--- config.mk ---
export PLATFORM = sky130hd
export DESIGN_NAME = ble_controller_packet_framer
export DESIGN_NICKNAME = d
export VERILOG_FILES = /design/src/rtl/pkfr_pkg.sv /design/src/rtl/pkfr_front.sv /design/src/rtl/pkfr_queue.sv /design/src/rtl/pkfr_back.sv /design/src/rtl/ble_controller_packet_framer.sv
export SDC_FILE = /design/constraint.sdc
export NUM_CORES = 1
export LEC_CHECK = 0
export ABC_CLOCK_PERIOD_IN_PS = 14900
export BUFFER_PORTS_ARGS = -buffer_cell sky130_fd_sc_hd__buf_2
export CORE_AREA = 2 2 192 213
export DETAILED_ROUTE_END_ITERATION = 6
export DIE_AREA = 0 0 194 215
export GPL_ROUTABILITY_DRIVEN = 0
export PLACE_DENSITY = 0.73
export SYNTH_ARGS = -nofsm -noshare
export SYNTH_HDL_FRONTEND = slang
export SYNTH_HIERARCHICAL = 1
export SYNTH_SLANG_ARGS = --single-unit
export TNS_END_PERCENT = 50
--- constraint.sdc ---
create_clock -name clk -period 14.9 [get_ports clk]
set_input_delay 2.98 -clock clk [delete_from_list [all_inputs] [get_ports clk]]
set_output_delay 2.98 -clock clk [all_outputs]
set_load 0.02 [all_outputs]
--- src/rtl/pkfr_pkg.sv ---
`default_nettype none
// ----------------------------------------------------------------------------
// Controller packet framer package
// Shared character codes, the configuration bundle and the result queue entry.
// ----------------------------------------------------------------------------
package pkfr_pkg;

  localparam logic [7:0] CHAR_BANG = 8'h21;
  localparam logic [7:0] CHAR_ZERO = 8'h30;
  localparam logic [7:0] CHAR_A    = 8'h41;
  localparam logic [7:0] CHAR_B    = 8'h42;
  localparam logic [7:0] CHAR_C    = 8'h43;
  localparam logic [7:0] CHAR_G    = 8'h47;
  localparam logic [7:0] CHAR_L    = 8'h4C;
  localparam logic [7:0] CHAR_M    = 8'h4D;
  localparam logic [7:0] CHAR_Q    = 8'h51;

  // Only the head of a packet is ever decoded, so only these bytes are kept.
  localparam int DECODE_BYTES  = 14;
  localparam int PAYLOAD_BYTES = 12;

  typedef struct packed {
    logic [15:0] idle_limit;
    logic [4:0]  accel_len;
    logic [4:0]  gyro_len;
    logic [4:0]  magnet_len;
    logic [4:0]  quat_len;
    logic [4:0]  button_len;
    logic [4:0]  color_len;
    logic [4:0]  location_len;
  } cfg_t;

  typedef struct packed {
    logic                          kind;
    logic [PAYLOAD_BYTES-1:0][7:0] data;
  } entry_t;

endpackage
`default_nettype wire

--- src/rtl/pkfr_front.sv ---
`default_nettype none
// ----------------------------------------------------------------------------
// Controller packet framer front end
// Accepts bytes and idle ticks, tracks the packet position and idle count,
// and queues a head snapshot of each closed button or accelerometer packet.
// ----------------------------------------------------------------------------
module pkfr_front #(
  parameter int BUFFER_BYTES = 20
) (
  input  wire logic             clk,
  input  wire logic             rst,
  input  wire pkfr_pkg::cfg_t   cfg,
  input  wire logic             in_valid,
  output logic                  in_stall,
  input  wire logic             action,
  input  wire logic [7:0]       rx_byte,
  input  wire logic             q_full,
  output logic                  q_push,
  output pkfr_pkg::entry_t      q_entry
);

  localparam int PW = $clog2(BUFFER_BYTES + 1);
  localparam int CW = (PW > 5) ? PW : 5;
  localparam int DB = pkfr_pkg::DECODE_BYTES;
  localparam int PB = pkfr_pkg::PAYLOAD_BYTES;

  logic [DB-1:0][7:0] pkt;
  logic [PW-1:0]      pos;
  logic [15:0]        idle_count;

  logic               accept;
  logic               is_byte;
  logic [PW-1:0]      wpos;
  logic [PW-1:0]      newpos;
  logic [PW-1:0]      cpos;
  logic [DB-1:0][7:0] view;
  logic [DB-1:0][7:0] eff;
  logic [15:0]        idle_next;
  logic [4:0]         len;
  logic               len_known;
  logic               len_hit;
  logic               close;
  logic               emit;

  assign in_stall = q_full;
  assign accept   = in_valid && !q_full;
  assign is_byte  = !action;

  always_comb begin
    wpos   = (rx_byte == pkfr_pkg::CHAR_BANG) ? '0 : pos;
    newpos = wpos + 1'b1;
    view   = pkt;
    if (is_byte) begin
      for (int i = 0; i < DB; i++) begin
        if (wpos == PW'(i)) begin
          view[i] = rx_byte;
        end
      end
    end
    idle_next = (idle_count == 16'hFFFF) ? idle_count : idle_count + 16'd1;
    len_known = 1'b1;
    case (view[1])
      pkfr_pkg::CHAR_A: len = cfg.accel_len;
      pkfr_pkg::CHAR_G: len = cfg.gyro_len;
      pkfr_pkg::CHAR_M: len = cfg.magnet_len;
      pkfr_pkg::CHAR_Q: len = cfg.quat_len;
      pkfr_pkg::CHAR_B: len = cfg.button_len;
      pkfr_pkg::CHAR_C: len = cfg.color_len;
      pkfr_pkg::CHAR_L: len = cfg.location_len;
      default: begin
        len       = '0;
        len_known = 1'b0;
      end
    endcase
    len_hit = len_known && (CW'(newpos) == CW'(len));
    if (is_byte) begin
      close = (newpos == PW'(BUFFER_BYTES)) || len_hit;
      cpos  = newpos;
    end else begin
      close = (idle_next >= cfg.idle_limit);
      cpos  = pos;
    end
    // The byte at the closing position reads as zero.
    for (int i = 0; i < DB; i++) begin
      eff[i] = (cpos == PW'(i)) ? 8'h00 : view[i];
    end
    emit = close && (cpos != '0) &&
           ((eff[1] == pkfr_pkg::CHAR_A) || (eff[1] == pkfr_pkg::CHAR_B));
    q_entry.kind = (eff[1] == pkfr_pkg::CHAR_A);
    for (int j = 0; j < PB; j++) begin
      q_entry.data[j] = eff[j + 2];
    end
  end

  assign q_push = accept && emit;

  always_ff @(posedge clk) begin
    if (rst) begin
      pkt        <= '0;
      pos        <= '0;
      idle_count <= '0;
    end else if (accept) begin
      if (close) begin
        pkt        <= '0;
        pos        <= '0;
        idle_count <= '0;
      end else if (is_byte) begin
        pkt        <= view;
        pos        <= newpos;
        idle_count <= '0;
      end else begin
        idle_count <= idle_next;
      end
    end
  end

endmodule
`default_nettype wire

--- src/rtl/pkfr_queue.sv ---
`default_nettype none
// ----------------------------------------------------------------------------
// Controller packet framer result queue
// Two-entry register queue between the framing front end and the decoder.
// ----------------------------------------------------------------------------
module pkfr_queue (
  input  wire logic             clk,
  input  wire logic             rst,
  input  wire logic             push,
  input  wire pkfr_pkg::entry_t push_entry,
  output logic                  full,
  input  wire logic             pop,
  output logic                  avail,
  output pkfr_pkg::entry_t      head
);

  pkfr_pkg::entry_t entries [2];
  logic             wr_ptr;
  logic             rd_ptr;
  logic [1:0]       count;
  logic [1:0]       count_next;

  assign full  = (count == 2'd2);
  assign avail = (count != 2'd0);
  assign head  = entries[rd_ptr];

  always_comb begin
    count_next = count;
    case ({push, pop})
      2'b10:   count_next = count + 2'd1;
      2'b01:   count_next = count - 2'd1;
      default: count_next = count;
    endcase
  end

  always_ff @(posedge clk) begin
    if (push) begin
      entries[wr_ptr] <= push_entry;
    end
  end

  always_ff @(posedge clk) begin
    if (rst) begin
      wr_ptr <= 1'b0;
      rd_ptr <= 1'b0;
      count  <= '0;
    end else begin
      if (push) begin
        wr_ptr <= !wr_ptr;
      end
      if (pop) begin
        rd_ptr <= !rd_ptr;
      end
      count <= count_next;
    end
  end

endmodule
`default_nettype wire

--- src/rtl/pkfr_back.sv ---
`default_nettype none
// ----------------------------------------------------------------------------
// Controller packet framer back end
// Decodes a queued packet head into a button or accelerometer result and
// holds it in the output register until the consumer takes it.
// ----------------------------------------------------------------------------
module pkfr_back (
  input  wire logic             clk,
  input  wire logic             rst,
  input  wire logic             q_avail,
  input  wire pkfr_pkg::entry_t q_head,
  output logic                  q_pop,
  output logic                  out_valid,
  input  wire logic             out_stall,
  output logic                  kind,
  output logic [7:0]            button_number,
  output logic [7:0]            button_pressed,
  output logic [31:0]           accel_x_bits,
  output logic [31:0]           accel_y_bits,
  output logic [31:0]           accel_z_bits
);

  logic load;

  assign load  = q_avail && (!out_valid || !out_stall);
  assign q_pop = load;

  always_ff @(posedge clk) begin
    if (rst) begin
      out_valid <= 1'b0;
    end else if (load) begin
      out_valid <= 1'b1;
    end else if (!out_stall) begin
      out_valid <= 1'b0;
    end
  end

  always_ff @(posedge clk) begin
    if (load) begin
      kind <= q_head.kind;
      if (q_head.kind) begin
        button_number  <= '0;
        button_pressed <= '0;
        accel_x_bits   <= {q_head.data[3], q_head.data[2], q_head.data[1], q_head.data[0]};
        accel_y_bits   <= {q_head.data[7], q_head.data[6], q_head.data[5], q_head.data[4]};
        accel_z_bits   <= {q_head.data[11], q_head.data[10], q_head.data[9], q_head.data[8]};
      end else begin
        button_number  <= q_head.data[0] - pkfr_pkg::CHAR_ZERO;
        button_pressed <= q_head.data[1] - pkfr_pkg::CHAR_ZERO;
        accel_x_bits   <= '0;
        accel_y_bits   <= '0;
        accel_z_bits   <= '0;
      end
    end
  end

endmodule
`default_nettype wire

--- src/rtl/ble_controller_packet_framer.sv ---
`default_nettype none
// ----------------------------------------------------------------------------
// Controller packet framer
// Frames received bytes into controller packets and reports button and
// accelerometer packets.
// ----------------------------------------------------------------------------
//  Channel  Handshake           Fields
//  in       in_valid/in_stall   action, rx_byte
//  out      out_valid/out_stall kind, button_number, button_pressed, accel_*_bits
//  cfg      cfg_write           cfg_index, cfg_data
//
// One item is accepted per cycle while in_stall is low; a result reaches the
// outputs through the queue and the output register after the item that closed
// its packet. The front end registers the framing state, and a two-entry queue
// feeds the decoder. Input stalls only while both queue entries hold results.
// Reset clears the packet buffer, position, idle count and queue, and loads register defaults.
// ----------------------------------------------------------------------------
module ble_controller_packet_framer #(
  parameter int BUFFER_BYTES = 20
) (
  input  wire logic        clk,
  input  wire logic        rst,
  input  wire logic        cfg_write,
  input  wire logic [2:0]  cfg_index,
  input  wire logic [15:0] cfg_data,
  input  wire logic        in_valid,
  output logic             in_stall,
  input  wire logic        action,
  input  wire logic [7:0]  rx_byte,
  output logic             out_valid,
  input  wire logic        out_stall,
  output logic             kind,
  output logic [7:0]       button_number,
  output logic [7:0]       button_pressed,
  output logic [31:0]      accel_x_bits,
  output logic [31:0]      accel_y_bits,
  output logic [31:0]      accel_z_bits
);

  typedef enum logic [2:0] {
    REG_IDLE_LIMIT = 3'd0,
    REG_ACCEL_LEN  = 3'd1,
    REG_GYRO_LEN   = 3'd2,
    REG_MAGNET_LEN = 3'd3,
    REG_QUAT_LEN   = 3'd4,
    REG_BUTTON_LEN = 3'd5,
    REG_COLOR_LEN  = 3'd6,
    REG_LOC_LEN    = 3'd7
  } reg_index_t;

  pkfr_pkg::cfg_t   cfg;
  pkfr_pkg::entry_t q_in;
  pkfr_pkg::entry_t q_head;
  logic             q_push;
  logic             q_pop;
  logic             q_full;
  logic             q_avail;

  always_ff @(posedge clk) begin
    if (rst) begin
      cfg.idle_limit   <= 16'd500;
      cfg.accel_len    <= 5'd15;
      cfg.gyro_len     <= 5'd15;
      cfg.magnet_len   <= 5'd15;
      cfg.quat_len     <= 5'd19;
      cfg.button_len   <= 5'd5;
      cfg.color_len    <= 5'd6;
      cfg.location_len <= 5'd15;
    end else if (cfg_write) begin
      case (reg_index_t'(cfg_index))
        REG_IDLE_LIMIT: cfg.idle_limit   <= cfg_data;
        REG_ACCEL_LEN:  cfg.accel_len    <= cfg_data[4:0];
        REG_GYRO_LEN:   cfg.gyro_len     <= cfg_data[4:0];
        REG_MAGNET_LEN: cfg.magnet_len   <= cfg_data[4:0];
        REG_QUAT_LEN:   cfg.quat_len     <= cfg_data[4:0];
        REG_BUTTON_LEN: cfg.button_len   <= cfg_data[4:0];
        REG_COLOR_LEN:  cfg.color_len    <= cfg_data[4:0];
        REG_LOC_LEN:    cfg.location_len <= cfg_data[4:0];
        default:        cfg.idle_limit   <= cfg.idle_limit;
      endcase
    end
  end

  pkfr_front #(
    .BUFFER_BYTES(BUFFER_BYTES)
  ) u_front (
    .clk      (clk),
    .rst      (rst),
    .cfg      (cfg),
    .in_valid (in_valid),
    .in_stall (in_stall),
    .action   (action),
    .rx_byte  (rx_byte),
    .q_full   (q_full),
    .q_push   (q_push),
    .q_entry  (q_in)
  );

  pkfr_queue u_queue (
    .clk        (clk),
    .rst        (rst),
    .push       (q_push),
    .push_entry (q_in),
    .full       (q_full),
    .pop        (q_pop),
    .avail      (q_avail),
    .head       (q_head)
  );

  pkfr_back u_back (
    .clk            (clk),
    .rst            (rst),
    .q_avail        (q_avail),
    .q_head         (q_head),
    .q_pop          (q_pop),
    .out_valid      (out_valid),
    .out_stall      (out_stall),
    .kind           (kind),
    .button_number  (button_number),
    .button_pressed (button_pressed),
    .accel_x_bits   (accel_x_bits),
    .accel_y_bits   (accel_y_bits),
    .accel_z_bits   (accel_z_bits)
  );

endmodule
`default_nettype wire

==> metrics <==
Initial Util=54.1%; fin nets=1939; number of synthesized flops with an enable pin=307; Area Overhead vs Synth=12.2%; mux contribution to synthesized area=8.85%; Final min period=9480 ps; CP bufs+invs=4; CP Cell Sequence=buf_2 > nor4b_1 > nand2_1 > nand2_1 > inv_1 > ha_1 > nor2b_1 > and3_1 > nor3_1 > mux2_2 > a222oi_1 > a2bb2oi_1 > o211ai_1 > or3_4 > a21oi_1 > inv_1 > nor2_4 > buf_4; H-tree depth=2; clk_skew=23.1 ps; result of the run=finished, final reports clean; CTS tree=built; WL final=47.6 mm; die area=41700 µm²; Synth area leader=edfxtp_1; worst slew pin tran=1320 ps; clk slew on worst S/H paths=60 ps; DRC violations left=0; Power Density=112 nW/µm²; Slowest Stage Delay on Critical Path=990 ps; Startpoint Class=input port; setup tns final=0 ps; post-route cell area=24100 µm²; Mapped Cells=1779; critical path capture point type=register; Max Slew Vio Count=0; Yosys cell types=80; latest clock arrival within the worst-skew pair=570 ps; placed cells=2343; worst hold slack=472 ps; fraction of the mapped netlist area in adder cells=1.46%; final setup fails=0; Worst setup startpoint=rx_byte[1]; fraction of the mapped netlist area in simple logic gates=14.7%; CP max stage cell=nor2_4; first-pass GRT wire length=74.7 mm; grt ovf=0; initial antenna violation count=2; fin crit share=63.6%; asr flop ratio synth=0%; Post-CTS Setup Inserts=0; largest family of logic cells by synthesized area=simple AND/OR/NAND/NOR gates; # clock sinks=489; commonest non-fill, non-tap cell in the layout=edfxtp_1; Die X=194 µm; top cells by area, synth=edfxtp_1, dfxtp_1, a32o_1; number of global-route vias before repair=13788; Final Hold Fails=0; pre-CTS worst setup slack=4970 ps; Avg WL per Cell=19.5 µm; height of the die=215 µm; Cell Rows=77; CP max FO=60; CTS buffer count=49; post-synth top area share=42.9%; CTS root buf=clkbuf_16; sequential area share after synthesis=59.8%; largest net degree at the start of global routing=101; gr usage total=22.3%; worst vdd ir=0.108 mV; core box area=39700 µm²; Resized cells post-CTS=0; Leak=8.49 nW; Setup WS post-layout=5420 ps; Syn Nets=1837; Post-Syn Area=21500 µm²; Main synth FF type=edfxtp_1; Slew HR=11.7%; FF-to-FF Start=u_front/idle_count[3]$_SDFFE_PP0P_; drt first pass iters=5; post-synthesis register bit count=489; DR iter-0 viols=1160; DP HPWL=30.8 mm; fmax=105 MHz; hold_buf cts=0; Post-Synth XOR/XNOR Area=0.937%; Max Cap Violations=0; Clock Tree Buf Depth=3; area of placed instances=22500 µm²; I/O Buffers=147; final cell count without fillers=2436; Crit path arrival time=9660 ps; Compound-Gate Fraction of Synth Area=10.7%; cell family with most CP delay=simple AND/OR/NAND/NOR gates; Hold Crit Start=cfg[45]$_SDFFE_PP0P_; type of the worst setup path=input port to register; Worst EP required=15080 ps; layout cells sized above 1=20.1%; DR vias=14304; Vias/cell=5.87; # fillers=3133; Synthesis Warnings=6; most frequent cells in the layout=edfxtp_1, nand2_1, dfxtp_1; Final ANT Viol Nets=0; HP Class=register to register; syn_area_per_cell=12.1 µm²; IO Pins=148; RSZ-0062 raised after global routing=no
[power by group]
| group | switching, mW | leakage [nW] | internal, mW | total [mW] |
|---|---|---|---|---|
| logic | 0.0598 | 3.51 | 0.0244 | 0.0842 |
| clock network | 0.493 | 0.771 | 0.695 | 1.19 |
| registers | 0.00391 | 4.21 | 1.43 | 1.43 |
| total | 0.557 | 8.49 | 2.15 | 2.70 |
[layout make-up]
type                       count  area (µm²)  area share, %
multi-input combinational   1141        8020           33.3
tap                          513         642           2.66
inverter                      31         116          0.482
antenna                        2        5.00         0.0207
clock inverter                21         190          0.788
timing repair buffer         169         901           3.73
clock buffer                  70        1380           5.71
sequential                   489       12900           53.3
[registers in the layout, indices dropped and copies added (netlist names), named ones only]
signal	cells
u_back/button_pressed	8
u_back/accel_z_bits	32
u_back/kind	1
u_back/out_valid	1
u_queue/entries	194
u_front/pos	5
u_back/accel_x_bits	32
u_queue/count	2
u_back/accel_y_bits	32
u_back/button_number	8
u_front/idle_count	16
u_queue/rd_ptr	1
cfg	51
u_queue/wr_ptr	1
u_front/pkt	104
[metal layers]
layer / share of wire [%] / global-route usage (%) / up-vias / routed length (µm)
met2: 49 / 37.5 / 513 / 23400
met4: 3.0 / 8.28 / 2 / 1430
met1: 41 / 29.2 / 6937 / 19400
li1: - / - / 6750 / -
met5: 0.025 / 0 / - / 12
met3: 6.9 / 3.61 / 102 / 3300
[worst min-delay path, delay by kind of cell (launching register included)]
family | cells | cell delay, ps
muxes | 1 | 60
and+or+nand+nor | 1 | 60
DFF | 1 | 310
[final timing paths]
path	to	slack, ps	cells past startpoint
hold reg to reg	cfg[45]$_SDFFE_PP0P_	470	2
hold / removal	cfg[45]$_SDFFE_PP0P_	470	2
setup / recovery	u_queue/entries[0][53]$_DFFE_PP_	5420	18
setup reg to reg	u_queue/entries[0][53]$_DFFE_PP_	7510	22
[cells in the mapped netlist (4+ instances only)]
library cell and count:
inv_1 30, a21o_1 8, xnor2_1 11, nor4b_2 8
a22o_1 6, nor3_1 15, ha_1 25, nor4_1 10
o2111ai_1 4, dfxtp_1 182, a22oi_1 12, nor4b_1 7
or3_1 7, and4_1 4, nor2b_1 17, nand4_1 11
mux2_2 73, buf_6 18, and3_1 13, mux2_4 30
nand3_1 17, nor2_1 110, clkbuf_1 61, edfxtp_1 307
xor2_1 12, nand2_1 226, a21oi_1 112, o21a_1 5
or2_2 4, a32o_1 97, and2_1 105, clkbuf_2 8
a31oi_1 5, nand2b_1 40, o21ai_0 16, mux2i_1 63
nand3b_1 4, buf_2 26
[per-stage QoR]
stage / total power, mW / util, %
2_1_floorplan: 1.52 / -
3_3_place_gp: 1.54 / 56.8
3_5_place_dp: 1.54 / 56.8
4_1_cts: 2.73 / 60.8
5_1_grt: 2.78 / 60.8
6_report: 2.70 / 60.8
[kinds of logic after synthesis]
| family | after synthesis |
|---|---|
| simple gates | 619 |
| flops | 489 |
| compound gates | 308 |
| mux | 166 |
| buf+inv | 149 |
| fa+ha+maj | 25 |
| xor+xnor | 23 |
Power figures use the tool's default switching activity.
